## src/rtl/lfrr_pkg.sv

```systemverilog
`default_nettype none

package lfrr_pkg;

    // List and core space.
    localparam int LIST_DEPTH = 16;
    localparam int CORE_COUNT = 64;
    localparam int IDX_W      = (LIST_DEPTH > 1) ? $clog2(LIST_DEPTH) : 1;
    localparam int CNT_W      = $clog2(LIST_DEPTH + 1);

    // Field widths.
    localparam int CMD_W     = 2;
    localparam int CORE_W    = 6;
    localparam int TIME_W    = 31;
    localparam int MASK_W    = 64;
    localparam int PCT_W     = 7;
    localparam int IRQ_LIM_W = 32;
    localparam int MAXC_W    = 5;

    // Arithmetic widths: total of seven counters plus one, and total times 100.
    localparam int TOTAL_W       = 34;
    localparam int PAIR_W        = 32;
    localparam int NUM_W         = 41;
    localparam int PERCENT_SCALE = 100;
    localparam int STEP_W        = 3;
    localparam int SUM_STEPS     = 5;
    localparam int DIV_STEPS     = 7;

    // Configuration port.
    localparam int CFG_ADDR_W = 2;
    localparam int CFG_DATA_W = 32;
    localparam logic [CFG_ADDR_W-1:0] REG_BUSY_LIMIT = 2'd0;
    localparam logic [CFG_ADDR_W-1:0] REG_IRQ_LIMIT  = 2'd1;
    localparam logic [CFG_ADDR_W-1:0] REG_MAX_CORES  = 2'd2;

    // Input tdata layout, lowest bit first.
    localparam int OFF_CORE_ID = 0;
    localparam int OFF_USER    = OFF_CORE_ID + CORE_W;
    localparam int OFF_NICE    = OFF_USER + TIME_W;
    localparam int OFF_SYSTEM  = OFF_NICE + TIME_W;
    localparam int OFF_IDLE    = OFF_SYSTEM + TIME_W;
    localparam int OFF_IOWAIT  = OFF_IDLE + TIME_W;
    localparam int OFF_IRQ     = OFF_IOWAIT + TIME_W;
    localparam int OFF_SOFTIRQ = OFF_IRQ + TIME_W;
    localparam int OFF_LAST    = OFF_SOFTIRQ + TIME_W;
    localparam int OFF_REQ     = OFF_LAST + CORE_W;
    localparam int OFF_MASK    = OFF_REQ + CORE_W;
    localparam int S_TDATA_W   = 304;
    localparam int M_TDATA_W   = 24;
    localparam int M_USED_W    = 1 + CORE_W + 1 + PCT_W + CNT_W;

    typedef enum logic [CMD_W-1:0] {
        CMD_CLEAR = 2'd0,
        CMD_ADD   = 2'd1,
        CMD_PICK  = 2'd2,
        CMD_NOP   = 2'd3
    } cmd_t;

    typedef enum logic [2:0] {
        ST_IDLE,
        ST_SUM,
        ST_BUSY,
        ST_MUL,
        ST_DIV,
        ST_FIND,
        ST_SCAN,
        ST_DONE
    } state_t;

    // Commands from the controller to the datapath.
    typedef struct packed {
        logic accept;
        logic load;
        logic sum_step;
        logic busy_step;
        logic mul_step;
        logic div_step;
        logic find_step;
        logic scan_step;
        logic finish;
    } ctrl_cmd_t;

    // Status from the datapath to the controller.
    typedef struct packed {
        cmd_t in_cmd;
        logic in_valid;
        logic list_empty;
        logic sum_last;
        logic div_last;
        logic find_done;
        logic scan_end;
        logic out_free;
    } dp_status_t;

endpackage

`default_nettype wire

```

## src/rtl/load_filtered_round_robin_picker.sv

```systemverilog
// Load-filtered round-robin core picker.
// One transaction on the slave stream carries a command in s_tuser (clear,
// add, pick, no operation) and the core id, seven load counters, last core,
// requesting core and queue-full mask in s_tdata. Each transaction gives
// exactly one result transaction on the master stream.
// Clear and no operation go straight from acceptance to the result.
// An add runs through the accepting cycle, five accumulation steps for the
// total, one subtract, one multiply by 100, a 7-step restoring divide for the
// busy percent and the registering of the result.
// A pick walks the list one entry a cycle: up to list_count entries to find
// the last core, then up to min(max_cores, 16) entries to scan. The result
// shows in the same cycle that s_tready rises again. One transaction is
// worked on at a time.
// Reset empties the list and loads the register defaults (limit 80 percent,
// interrupt limit 1000000, four cores). When the receiver stalls, the result
// stays in the output register and the next transaction is taken; its result
// waits until the held one is taken.
// Configuration writes through cfg_wr_en, cfg_addr and cfg_wr_data take effect
// at once and belong only to idle periods.
`default_nettype none

module load_filtered_round_robin_picker (
    input  wire logic                            clk,
    input  wire logic                            rst_n,
    input  wire logic                            cfg_wr_en,
    input  wire logic [lfrr_pkg::CFG_ADDR_W-1:0] cfg_addr,
    input  wire logic [lfrr_pkg::CFG_DATA_W-1:0] cfg_wr_data,
    input  wire logic                            s_tvalid,
    output logic                                 s_tready,
    // core_id, user_time, nice_time, system_time, idle_time, iowait_time,
    // irq_time, softirq_time, last_core, requesting_core, queue_full_mask
    input  wire logic [lfrr_pkg::S_TDATA_W-1:0]  s_tdata,
    // command
    input  wire logic [lfrr_pkg::CMD_W-1:0]      s_tuser,
    output logic                                 m_tvalid,
    input  wire logic                            m_tready,
    // found, chosen_core, core_busy, busy_percent, list_count
    output logic      [lfrr_pkg::M_TDATA_W-1:0]  m_tdata
);

    lfrr_pkg::ctrl_cmd_t  cmd;
    lfrr_pkg::dp_status_t status;

    // Sequencer.
    lfrr_ctrl u_ctrl (
        .clk    (clk),
        .rst_n  (rst_n),
        .status (status),
        .cmd    (cmd)
    );

    // Arithmetic, list and output register.
    lfrr_dpath u_dpath (
        .clk         (clk),
        .rst_n       (rst_n),
        .cfg_wr_en   (cfg_wr_en),
        .cfg_addr    (cfg_addr),
        .cfg_wr_data (cfg_wr_data),
        .s_tvalid    (s_tvalid),
        .s_tdata     (s_tdata),
        .s_tuser     (s_tuser),
        .m_tvalid    (m_tvalid),
        .m_tready    (m_tready),
        .m_tdata     (m_tdata),
        .cmd         (cmd),
        .status      (status)
    );

    assign s_tready = cmd.accept;

endmodule

`default_nettype wire

```

## src/rtl/lfrr_ctrl.sv

```systemverilog
`default_nettype none

module lfrr_ctrl (
    input  wire logic                clk,
    input  wire logic                rst_n,
    input  wire lfrr_pkg::dp_status_t status,
    output lfrr_pkg::ctrl_cmd_t      cmd
);

    lfrr_pkg::state_t state_reg;
    lfrr_pkg::state_t state_next;

    // State register.
    always_ff @(posedge clk or negedge rst_n)
    begin
        if (!rst_n)
        begin
            state_reg <= lfrr_pkg::ST_IDLE;
        end
        else
        begin
            state_reg <= state_next;
        end
    end

    // Next state.
    always_comb
    begin
        state_next = state_reg;
        unique case (state_reg)
            lfrr_pkg::ST_IDLE:
            begin
                if (status.in_valid)
                begin
                    unique case (status.in_cmd)
                        lfrr_pkg::CMD_ADD:
                        begin
                            state_next = lfrr_pkg::ST_SUM;
                        end
                        lfrr_pkg::CMD_PICK:
                        begin
                            state_next = status.list_empty ? lfrr_pkg::ST_DONE
                                                           : lfrr_pkg::ST_FIND;
                        end
                        default:
                        begin
                            state_next = lfrr_pkg::ST_DONE;
                        end
                    endcase
                end
            end
            lfrr_pkg::ST_SUM:
            begin
                if (status.sum_last)
                begin
                    state_next = lfrr_pkg::ST_BUSY;
                end
            end
            lfrr_pkg::ST_BUSY:
            begin
                state_next = lfrr_pkg::ST_MUL;
            end
            lfrr_pkg::ST_MUL:
            begin
                state_next = lfrr_pkg::ST_DIV;
            end
            lfrr_pkg::ST_DIV:
            begin
                if (status.div_last)
                begin
                    state_next = lfrr_pkg::ST_DONE;
                end
            end
            lfrr_pkg::ST_FIND:
            begin
                if (status.find_done)
                begin
                    state_next = lfrr_pkg::ST_SCAN;
                end
            end
            lfrr_pkg::ST_SCAN:
            begin
                if (status.scan_end)
                begin
                    state_next = lfrr_pkg::ST_DONE;
                end
            end
            lfrr_pkg::ST_DONE:
            begin
                if (status.out_free)
                begin
                    state_next = lfrr_pkg::ST_IDLE;
                end
            end
            default:
            begin
                state_next = lfrr_pkg::ST_IDLE;
            end
        endcase
    end

    // Outputs.
    always_comb
    begin
        cmd = '0;
        unique case (state_reg)
            lfrr_pkg::ST_IDLE:
            begin
                cmd.accept = 1'b1;
                cmd.load   = status.in_valid;
            end
            lfrr_pkg::ST_SUM:
            begin
                cmd.sum_step = 1'b1;
            end
            lfrr_pkg::ST_BUSY:
            begin
                cmd.busy_step = 1'b1;
            end
            lfrr_pkg::ST_MUL:
            begin
                cmd.mul_step = 1'b1;
            end
            lfrr_pkg::ST_DIV:
            begin
                cmd.div_step = 1'b1;
            end
            lfrr_pkg::ST_FIND:
            begin
                cmd.find_step = 1'b1;
            end
            lfrr_pkg::ST_SCAN:
            begin
                cmd.scan_step = 1'b1;
            end
            lfrr_pkg::ST_DONE:
            begin
                cmd.finish = status.out_free;
            end
            default:
            begin
                cmd = '0;
            end
        endcase
    end

endmodule

`default_nettype wire

```

## src/rtl/lfrr_dpath.sv

```systemverilog
`default_nettype none

module lfrr_dpath (
    input  wire logic                                clk,
    input  wire logic                                rst_n,
    input  wire logic                                cfg_wr_en,
    input  wire logic [lfrr_pkg::CFG_ADDR_W-1:0]     cfg_addr,
    input  wire logic [lfrr_pkg::CFG_DATA_W-1:0]     cfg_wr_data,
    input  wire logic                                s_tvalid,
    input  wire logic [lfrr_pkg::S_TDATA_W-1:0]      s_tdata,
    input  wire logic [lfrr_pkg::CMD_W-1:0]          s_tuser,
    output logic                                     m_tvalid,
    input  wire logic                                m_tready,
    output logic      [lfrr_pkg::M_TDATA_W-1:0]      m_tdata,
    input  wire lfrr_pkg::ctrl_cmd_t                 cmd,
    output lfrr_pkg::dp_status_t                     status
);

    // Configuration registers.
    logic [lfrr_pkg::PCT_W-1:0]     busy_limit_reg;
    logic [lfrr_pkg::IRQ_LIM_W-1:0] irq_limit_reg;
    logic [lfrr_pkg::MAXC_W-1:0]    max_cores_reg;

    // Captured transaction.
    lfrr_pkg::cmd_t              cmd_reg;
    logic [lfrr_pkg::CORE_W-1:0] id_reg;
    logic [lfrr_pkg::TIME_W-1:0] system_reg;
    logic [lfrr_pkg::TIME_W-1:0] idle_reg;
    logic [lfrr_pkg::TIME_W-1:0] iowait_reg;
    logic [lfrr_pkg::TIME_W-1:0] irq_reg;
    logic [lfrr_pkg::TIME_W-1:0] softirq_reg;
    logic [lfrr_pkg::CORE_W-1:0] last_reg;
    logic [lfrr_pkg::CORE_W-1:0] req_reg;
    logic [lfrr_pkg::MASK_W-1:0] mask_reg;

    // Load arithmetic.
    logic [lfrr_pkg::TOTAL_W-1:0] acc_reg;
    logic [lfrr_pkg::PAIR_W-1:0]  idle_io_reg;
    logic [lfrr_pkg::PAIR_W-1:0]  irq_sum_reg;
    logic                         irq_over_reg;
    logic [lfrr_pkg::NUM_W-1:0]   num_reg;
    logic [lfrr_pkg::PCT_W-1:0]   quot_reg;
    logic [lfrr_pkg::STEP_W-1:0]  step_reg;

    // Core list and walk.
    logic [lfrr_pkg::CORE_W-1:0] list_reg [lfrr_pkg::LIST_DEPTH];
    logic [lfrr_pkg::CNT_W-1:0]  count_reg;
    logic [lfrr_pkg::CNT_W-1:0]  count_next;
    logic [lfrr_pkg::IDX_W-1:0]  idx_reg;
    logic [lfrr_pkg::CNT_W-1:0]  scan_cnt_reg;
    logic                        found_reg;
    logic [lfrr_pkg::CORE_W-1:0] chosen_reg;

    // Output register.
    logic                            out_valid_reg;
    logic [lfrr_pkg::M_TDATA_W-1:0]  out_data_reg;

    logic [lfrr_pkg::TIME_W-1:0]  term;
    logic [lfrr_pkg::NUM_W-1:0]   div_shifted;
    logic                         div_ge;
    logic [lfrr_pkg::CNT_W-1:0]   eff_limit;
    logic [lfrr_pkg::CORE_W-1:0]  entry;
    logic [lfrr_pkg::CNT_W-1:0]   idx_plus;
    logic [lfrr_pkg::IDX_W-1:0]   idx_wrap;
    logic                         find_match;
    logic                         in_range;
    logic                         hit;
    logic                         is_add;
    logic                         busy_flag;
    logic                         id_ok;
    logic                         append;
    logic [lfrr_pkg::M_USED_W-1:0] out_fields;

    // Configuration writes.
    always_ff @(posedge clk or negedge rst_n)
    begin
        if (!rst_n)
        begin
            busy_limit_reg <= lfrr_pkg::PCT_W'(80);
            irq_limit_reg  <= lfrr_pkg::IRQ_LIM_W'(1000000);
            max_cores_reg  <= lfrr_pkg::MAXC_W'(4);
        end
        else if (cfg_wr_en)
        begin
            unique case (cfg_addr)
                lfrr_pkg::REG_BUSY_LIMIT:
                begin
                    busy_limit_reg <= cfg_wr_data[lfrr_pkg::PCT_W-1:0];
                end
                lfrr_pkg::REG_IRQ_LIMIT:
                begin
                    irq_limit_reg <= cfg_wr_data[lfrr_pkg::IRQ_LIM_W-1:0];
                end
                lfrr_pkg::REG_MAX_CORES:
                begin
                    max_cores_reg <= cfg_wr_data[lfrr_pkg::MAXC_W-1:0];
                end
                default:
                begin
                    busy_limit_reg <= busy_limit_reg;
                end
            endcase
        end
    end

    // Summation operand for each step; the carry of one is added on the first.
    always_comb
    begin
        unique case (step_reg)
            3'd0:    term = system_reg;
            3'd1:    term = idle_reg;
            3'd2:    term = iowait_reg;
            3'd3:    term = irq_reg;
            default: term = softirq_reg;
        endcase
    end

    // One restoring division step: compare against the total shifted into place.
    assign div_shifted = lfrr_pkg::NUM_W'(acc_reg) << step_reg;
    assign div_ge      = (num_reg >= div_shifted);

    // The list limit is the configured maximum, capped at the list depth.
    always_comb
    begin
        if (int'(max_cores_reg) > lfrr_pkg::LIST_DEPTH)
        begin
            eff_limit = lfrr_pkg::CNT_W'(lfrr_pkg::LIST_DEPTH);
        end
        else
        begin
            eff_limit = lfrr_pkg::CNT_W'(max_cores_reg);
        end
    end

    // List walk: one entry a cycle, the index wraps at the fill count.
    assign entry      = list_reg[idx_reg];
    assign idx_plus   = lfrr_pkg::CNT_W'(idx_reg) + lfrr_pkg::CNT_W'(1);
    assign idx_wrap   = (idx_plus == count_reg) ? '0 : idx_plus[lfrr_pkg::IDX_W-1:0];
    assign find_match = (entry == last_reg);
    assign in_range   = (scan_cnt_reg < eff_limit);
    assign hit        = in_range && (entry != req_reg) && !mask_reg[entry];

    // Result of an add and the list update.
    assign is_add    = (cmd_reg == lfrr_pkg::CMD_ADD);
    assign busy_flag = (quot_reg > busy_limit_reg) || irq_over_reg;
    assign id_ok     = (int'(id_reg) < lfrr_pkg::CORE_COUNT);
    assign append    = cmd.finish && is_add && !busy_flag && id_ok && (count_reg < eff_limit);

    always_comb
    begin
        count_next = count_reg;
        if (cmd.finish && (cmd_reg == lfrr_pkg::CMD_CLEAR))
        begin
            count_next = '0;
        end
        else if (append)
        begin
            count_next = count_reg + lfrr_pkg::CNT_W'(1);
        end
    end

    // Result packing, lowest field first.
    assign out_fields = {count_next,
                         is_add ? quot_reg : '0,
                         is_add && busy_flag,
                         chosen_reg,
                         found_reg};

    // Capture of the accepted transaction and the arithmetic sequence.
    always_ff @(posedge clk)
    begin
        if (cmd.load)
        begin
            cmd_reg     <= lfrr_pkg::cmd_t'(s_tuser);
            id_reg      <= s_tdata[lfrr_pkg::OFF_CORE_ID +: lfrr_pkg::CORE_W];
            system_reg  <= s_tdata[lfrr_pkg::OFF_SYSTEM  +: lfrr_pkg::TIME_W];
            idle_reg    <= s_tdata[lfrr_pkg::OFF_IDLE    +: lfrr_pkg::TIME_W];
            iowait_reg  <= s_tdata[lfrr_pkg::OFF_IOWAIT  +: lfrr_pkg::TIME_W];
            irq_reg     <= s_tdata[lfrr_pkg::OFF_IRQ     +: lfrr_pkg::TIME_W];
            softirq_reg <= s_tdata[lfrr_pkg::OFF_SOFTIRQ +: lfrr_pkg::TIME_W];
            last_reg    <= s_tdata[lfrr_pkg::OFF_LAST    +: lfrr_pkg::CORE_W];
            req_reg     <= s_tdata[lfrr_pkg::OFF_REQ     +: lfrr_pkg::CORE_W];
            mask_reg    <= s_tdata[lfrr_pkg::OFF_MASK    +: lfrr_pkg::MASK_W];
            acc_reg     <= lfrr_pkg::TOTAL_W'(s_tdata[lfrr_pkg::OFF_USER +: lfrr_pkg::TIME_W])
                         + lfrr_pkg::TOTAL_W'(s_tdata[lfrr_pkg::OFF_NICE +: lfrr_pkg::TIME_W]);
            idle_io_reg <= lfrr_pkg::PAIR_W'(s_tdata[lfrr_pkg::OFF_IDLE +: lfrr_pkg::TIME_W])
                         + lfrr_pkg::PAIR_W'(s_tdata[lfrr_pkg::OFF_IOWAIT +: lfrr_pkg::TIME_W]);
            irq_sum_reg <= lfrr_pkg::PAIR_W'(s_tdata[lfrr_pkg::OFF_IRQ +: lfrr_pkg::TIME_W])
                         + lfrr_pkg::PAIR_W'(s_tdata[lfrr_pkg::OFF_SOFTIRQ +: lfrr_pkg::TIME_W]);
            step_reg     <= '0;
            quot_reg     <= '0;
            irq_over_reg <= 1'b0;
            idx_reg      <= '0;
            scan_cnt_reg <= '0;
            found_reg    <= 1'b0;
            chosen_reg   <= '0;
        end
        if (cmd.sum_step)
        begin
            acc_reg  <= acc_reg + lfrr_pkg::TOTAL_W'(term)
                      + lfrr_pkg::TOTAL_W'(step_reg == '0);
            step_reg <= step_reg + lfrr_pkg::STEP_W'(1);
        end
        if (cmd.busy_step)
        begin
            num_reg      <= lfrr_pkg::NUM_W'(acc_reg - lfrr_pkg::TOTAL_W'(idle_io_reg));
            irq_over_reg <= (irq_sum_reg > irq_limit_reg);
        end
        if (cmd.mul_step)
        begin
            num_reg  <= lfrr_pkg::NUM_W'(num_reg[lfrr_pkg::TOTAL_W-1:0])
                      * lfrr_pkg::NUM_W'(lfrr_pkg::PERCENT_SCALE);
            step_reg <= lfrr_pkg::STEP_W'(lfrr_pkg::DIV_STEPS - 1);
        end
        if (cmd.div_step)
        begin
            if (div_ge)
            begin
                num_reg <= num_reg - div_shifted;
            end
            quot_reg <= {quot_reg[lfrr_pkg::PCT_W-2:0], div_ge};
            step_reg <= step_reg - lfrr_pkg::STEP_W'(1);
        end
        if (cmd.find_step)
        begin
            idx_reg <= idx_wrap;
        end
        if (cmd.scan_step)
        begin
            if (hit)
            begin
                found_reg  <= 1'b1;
                chosen_reg <= entry;
            end
            else if (in_range)
            begin
                idx_reg      <= idx_wrap;
                scan_cnt_reg <= scan_cnt_reg + lfrr_pkg::CNT_W'(1);
            end
        end
    end

    // List storage is written only at the fill position.
    always_ff @(posedge clk)
    begin
        if (append)
        begin
            list_reg[count_reg[lfrr_pkg::IDX_W-1:0]] <= id_reg;
        end
    end

    // Fill count.
    always_ff @(posedge clk or negedge rst_n)
    begin
        if (!rst_n)
        begin
            count_reg <= '0;
        end
        else
        begin
            count_reg <= count_next;
        end
    end

    // Output register: holds one result until the receiver takes it.
    always_ff @(posedge clk or negedge rst_n)
    begin
        if (!rst_n)
        begin
            out_valid_reg <= 1'b0;
        end
        else if (cmd.finish)
        begin
            out_valid_reg <= 1'b1;
        end
        else if (m_tready)
        begin
            out_valid_reg <= 1'b0;
        end
    end

    always_ff @(posedge clk)
    begin
        if (cmd.finish)
        begin
            out_data_reg <= lfrr_pkg::M_TDATA_W'(out_fields);
        end
    end

    assign m_tvalid = out_valid_reg;
    assign m_tdata  = out_data_reg;

    // Status toward the controller.
    always_comb
    begin
        status.in_cmd     = lfrr_pkg::cmd_t'(s_tuser);
        status.in_valid   = s_tvalid;
        status.list_empty = (count_reg == '0);
        status.sum_last   = (step_reg == lfrr_pkg::STEP_W'(lfrr_pkg::SUM_STEPS - 1));
        status.div_last   = (step_reg == '0);
        status.find_done  = find_match || (idx_plus == count_reg);
        status.scan_end   = hit || !in_range;
        status.out_free   = !out_valid_reg || m_tready;
    end

endmodule

`default_nettype wire

```

## config.mk

```make
export PLATFORM = sky130hd
export DESIGN_NAME = load_filtered_round_robin_picker
export DESIGN_NICKNAME = d
export VERILOG_FILES = /design/src/rtl/lfrr_pkg.sv /design/src/rtl/load_filtered_round_robin_picker.sv /design/src/rtl/lfrr_ctrl.sv /design/src/rtl/lfrr_dpath.sv
export SDC_FILE = /design/constraint.sdc
export NUM_CORES = 2
export LEC_CHECK = 0
export CORE_UTILIZATION = 25
export CTS_BUF_LIST = sky130_fd_sc_hd__clkbuf_2 sky130_fd_sc_hd__clkbuf_4 sky130_fd_sc_hd__clkbuf_8
export CTS_CLUSTER_SIZE = 25
export DETAILED_ROUTE_END_ITERATION = 10
export DONT_BUFFER_PORTS = 1
export GPL_TIMING_DRIVEN = 0
export PLACE_DENSITY = 0.39
export SLEW_MARGIN = 40
export SYNTH_ARGS = -nofsm -noshare
export SYNTH_HDL_FRONTEND = slang
export SYNTH_HIERARCHICAL = 1
export SYNTH_SLANG_ARGS = --single-unit
export TNS_END_PERCENT = 20
```

## constraint.sdc

```tcl
create_clock -name clk -period 26.1 [get_ports clk]
set_clock_uncertainty 0.15 [all_clocks]
set_input_delay 5.22 -clock clk [delete_from_list [all_inputs] [get_ports clk]]
set_output_delay 5.22 -clock clk [all_outputs]
set_load 0.02 [all_outputs]
```

# After elaboration in Yosys (flattened, before gate mapping)
# Memory sizes are Yosys's and may differ from the RTL's. A register that Yosys moved wholly into a read port is not among the register bits.
# Index checks and enable logic that the tools add are counted.
[classes] addsub=12 mul=1 div_mod_pow=0 magnitude_cmp=7 n_eq_ne=25 shift=1 mux=57 bitwise_logic=0 n_reduce_logical=29
[op_table] operator="$mux W41" count=4
[op_table] operator="$pmux W31 S4" count=1
[op_table] operator="$add A31 B31 Y32" count=3
[op_table] operator="$mux W34" count=2
[op_table] operator="$ge A41 B41 Y1" count=1
[op_table] operator="$shl A34 B3 Y41" count=1
[op_table] operator="$sub A41 B41 Y41" count=1
[op_table] operator="$mul A34 B5 Y39 const B" count=1
[op_table] operator="$mux W5" count=7
[op_table] operator="$sub A34 B32 Y35" count=1
[op_table] operator="$add A34 B1 Y34" count=1
[op_table] operator="$add A34 B31 Y34" count=1
[op_table] operator="$gt A32 B32 Y1" count=1
[op_table] operator="$mux W3" count=10
[op_table] operator="$mux W4" count=6
[op_table] operator="$pmux W3 S8" count=1
[op_table] operator="$mux W6" count=3
[op_table] operator="$mux W1" count=17
[op_table] operator="$eq A3 B3 Y1 const B" count=5
[op_table] operator="$mux W7" count=2
[op_table] operator="$eq A3 B2 Y1 const B" count=4
[op_table] operator="$add A5 B1 Y5 const B" count=2
[op_table] operator="$lt A5 B5 Y1" count=2
[op_table] operator="$ne A2 B2 Y1 const B" count=5
[op_table] operator="other kinds (26)" count=50
[totals] ff_bits=478 latchBits=0 ram_bits=96 rom_bits=0 in_bits=345 out_inout_bits=26 wordCells=162 n_memories=1
[memory_table] memory="u_dpath.list_reg" words=16 word_bits=6 rd=1 rd_clocked_by_memory_dff=1 write_ports=1 line="lfrr_dpath.sv:46" text="logic [lfrr_pkg::CORE_W-1:0] list_reg [lfrr_pkg::LIST_DEPTH];"

# Longest topological paths before layout
[depth] ltp_word=8 depth_mapped=25 depth_no_buf=20

# Cells and area by module
# The synthesis kept the hierarchy.
[modules_own_cells] module="lfrr_dpath" n_inst=1 cells_per_inst=3470 area_each_um2=37443.4 seq_area_each_um2=16338.2
[modules_own_cells] module="lfrr_ctrl" n_inst=1 cells_per_inst=36 area_each_um2=320.3 seq_area_each_um2=75.1

# Worst setup path after synthesis
# Ideal clock, no wire load.
[synth_timing] path_kind="input-to-reg" start="input s_tvalid" end="register u_dpath/acc_reg[0] in the netlist's numbering, enable pin" t_arrival_ns=14.570 required_time_ns=25.558 path_slack_ns=10.989 cell_stages=5 cell_sequence="buf_4 -> and2_1 -> inv_1 -> clkbuf_1 -> nand2_1"
[synth_lines] element="start, declared" line="load_filtered_round_robin_picker.sv:28" text="input wire logic s_tvalid,"
[synth_lines] element="end signal, assigned" line="lfrr_dpath.sv:184" text="acc_reg <= lfrr_pkg::TOTAL_W'(s_tdata[lfrr_pkg::OFF_USER +: lfrr_pkg::TIME_W])"
[synth_lines] element="end signal, assigned" line="lfrr_dpath.sv:200" text="acc_reg <= acc_reg + lfrr_pkg::TOTAL_W'(term)"
[synth_lines] element="end, declared" line="lfrr_dpath.sv:37" text="logic [lfrr_pkg::TOTAL_W-1:0] acc_reg;"

# Final worst setup path
[layout_timing] start="input s_tdata[161] in the netlist's numbering" end="register u_dpath/irq_sum_reg[30] in the netlist's numbering, data pin"
[layout_between] elab_chain_len=1
[layout_lines] element="start, declared" line="load_filtered_round_robin_picker.sv:32" text="input wire logic [lfrr_pkg::S_TDATA_W-1:0] s_tdata,"
[layout_lines] element="$add A31 B31 Y32" line="lfrr_dpath.sv:189" text="+ lfrr_pkg::PAIR_W'(s_tdata[lfrr_pkg::OFF_SOFTIRQ +: lfrr_pkg::TIME_W]);"
[layout_lines] element="end signal, assigned" line="lfrr_dpath.sv:188" text="irq_sum_reg <= lfrr_pkg::PAIR_W'(s_tdata[lfrr_pkg::OFF_IRQ +: lfrr_pkg::TIME_W])"
[layout_lines] element="end, declared" line="lfrr_dpath.sv:39" text="logic [lfrr_pkg::PAIR_W-1:0] irq_sum_reg;"
# Every way passes these cells.
# A chain may end at the register's enable or synchronous reset.

==> metrics <==
CP peak stage delay 0.62 ns; Max-cap violations 0; sink of the worst hold path u_dpath/m_tdata[3]$_DFFE_PP_; via/cell ratio 4.79; row count 142; Multi-input gate area 19700 µm²; final global-route overflow total 0; reg2reg path depth 24; TritonCTS buffer count 104; total number of vias 27.5k; H-Tree Depth 3; initial antenna violation count 34; io pins 371; number of flip-flops in the largest register 96; commonest non-fill, non-tap cell in the layout edfxtp_1; crit path max fanout 3; min Tclk post-route 8.18 ns; Total GRT Usage 16.9%; Fmax 0.122 GHz; final setup TNS 0 ns; Startpoint Class primary input; Resize count post-CTS 0; DRT Pass-1 Iters 5; hold-fix buffer count after cts 0; worst reg2reg path startpoint u_dpath/step_reg[0]$_DFFE_PP_; Hold Path Depth 0; Max-slew headroom 42.6%; CTS tree done; Synth Register Bits 574; WP data required 26.50 ns; Synth Flop Type edfxtp_1; top cell type's share of synthesized area 36.9%; critical path, cell by cell ha_1, inv_1, fa_1, nand2b_1, a21oi_1, o21ai_0, a41oi_1, nor4_1, o311ai_0, o211ai_1, o21ai_0, a311o_1, a21oi_1, xnor2_1; Core Region 150000 µm²; CP bufs+invs 1; # fillers 15.8k; max-slew violation count 0; Antenna Nets Post-Route 0; final setup violation count 0; RSZ-0062 raised after global routing no; Cell Area, Synth 37800 µm²; Die Area 153000 µm²; Layout Nets 4369; dominant cell type by area after synthesis edfxtp_1; hpwl dp 105000 µm; largest net degree at the start of global routing 54; Initial DRC Count 1627; CTS sink count 574; Die Y 391 µm; Root Buffer clkbuf_8; clock latency on the worst-skew pair 0.82 ns; WP data arrival 8.58 ns; Residual DRC 0; area growth from synthesis to layout 13.6%; hold_sp u_dpath/chosen_reg[2]$_DFF_P_; non-filler cells, final 5738; Synth area leaders edfxtp_1, ha_1, a21oi_1; RePlAce Congestion 0.850; sequential share of the synthesized area 43.5%; initial core utilization 25.2%; number of global-route vias before repair 27.8k; share of layout cells above drive strength 1 10.1%; register-to-register setup slack 18.27 ns; port bufs 0; Routed WL 131000 µm; Final Cycle Share 31.3%; CP Class in -> reg; global-route wire length before repair 190000 µm; highest-count cells in the layout ignoring fill and taps edfxtp_1, ha_1, inv_1, a21oi_1, nor2_1; CTS clk-pin slew, worst paths 0.06 ns; Storage cell area 16400 µm²; CP Capture Type register; Final Hold Fails 0; Slew @ Worst Pin 0.862 ns; Yosys warnings 6; reg2reg end u_dpath/acc_reg[30]$_DFFE_PP_; slowest cell on the critical path nor4_1; CP top delay family compound AO/OA/AOI/OAI gates; status completed; WL/cell 22.8 µm; Cells after Synth 3506; synthesized area per cell 10.8 µm²; Hold WC Path Type reg -> reg; dpl cells 5537; distinct cell type count after synthesis 106; die width 391 µm; setup repair bufs after CTS 0; CTS Buffer Depth 3; fraction of registers with async set/reset 9.23%; Post-synth EDFFs 464
-- worst register-to-register path, stage by stage, from the launching register on --
cell and delay [ns]:
edfxtp_1 0.38, clkbuf_1 0.42, buf_1 0.61, inv_1 0.24, ha_1 0.27, nor2b_1 0.14
clkbuf_1 0.35, or4_1 0.51, clkbuf_1 0.31, clkbuf_1 0.40, o21ai_0 0.42, fa_1 0.27
inv_1 0.06, fa_1 0.39, a21o_1 0.19, a21oi_1 0.28, o21a_1 0.18, o21ai_0 0.13
a31oi_1 0.35, o31ai_2 0.20, a211oi_1 0.47, o21ai_0 0.21, and2_1 0.22, or3_1 0.31
a22oi_1 0.19
-- cell usage after synthesis, types with 43 or more instances --
| cell type | instances |
|---|---|
| a21o_1 | 115 |
| xor2_1 | 69 |
| mux2i_1 | 89 |
| clkbuf_1 | 71 |
| o21ai_0 | 181 |
| nand2_1 | 184 |
| inv_1 | 297 |
| xnor2_1 | 141 |
| ha_1 | 361 |
| nor2_1 | 200 |
| a22oi_1 | 72 |
| edfxtp_1 | 464 |
| dfxtp_1 | 57 |
| dfrtp_1 | 43 |
| nand3_1 | 77 |
| a21oi_1 | 265 |
| nor2b_1 | 45 |
| a31oi_1 | 55 |
-- final cells by class --
type | instances | share of cell area (%)
multi-input cells | 2520 | 46.0
well taps | 2016 | 5.88
plain buffers | 113 | 1.38
flip-flops and latches | 574 | 38.3
diodes | 5 | 0.0292
clock inverters | 58 | 1.18
repair buffers | 12 | 0.543
inverters | 302 | 2.64
clock buffers | 138 | 4.05
-- stage by stage --
stage	instance area, µm²	utilization [%]	hold WS, ns	worst slack, ns
floorplan	37800	-	0.258	10.99
global placement	40300	26.9	0.265	3.89
detailed placement	40600	27.1	0.268	17.00
CTS	42900	28.6	0.282	17.92
global route	42900	28.6	0.294	17.69
finish	42900	28.6	0.281	17.92
-- how the worst max path moves through the flow --
stage                                             start                                 to  slack, ns  cells past startpoint
final                                      s_tdata[161]  u_dpath/irq_sum_reg[30]$_DFFE_PP_      17.92                     14
after global routing      u_dpath/step_reg[0]$_DFFE_PP_      u_dpath/acc_reg[30]$_DFFE_PP_      17.69                     24
after CTS                                  s_tdata[161]  u_dpath/irq_sum_reg[30]$_DFFE_PP_      17.92                     14
after detailed placement                   s_tdata[161]  u_dpath/irq_sum_reg[30]$_DFFE_PP_      17.00                     14
after global placement                         s_tvalid      u_dpath/acc_reg[31]$_DFFE_PP_       3.89                      5
after floorplan                                s_tvalid       u_dpath/acc_reg[0]$_DFFE_PP_      10.99                      5
-- kinds of logic (layout without fill, tap and decap cells) --
group           count (synthesis)  after routing  synth area share [%]
compound gates                967            967                  16.6
simple gates                  757            757                  9.93
flops                         574            574                  43.5
buf+inv                       415            623                  4.51
fa+ha+maj                     397            397                  13.9
xor+xnor                      211            211                  4.91
mux                           184            184                  6.68
other cells                     1              9               0.00993
-- metal layers --
metal  vias up  track usage [%]  routed length (µm)
li1      13300                -                   -
met4        44             3.70                2110
met2       622             27.5               60500
met5         -                0                 276
met3       159             4.35                8430
met1     13400             22.4               59800
Power is left out: the tool's default activity adds up to more than one toggle a clock period on the data nets, which glitch-free logic cannot reach.
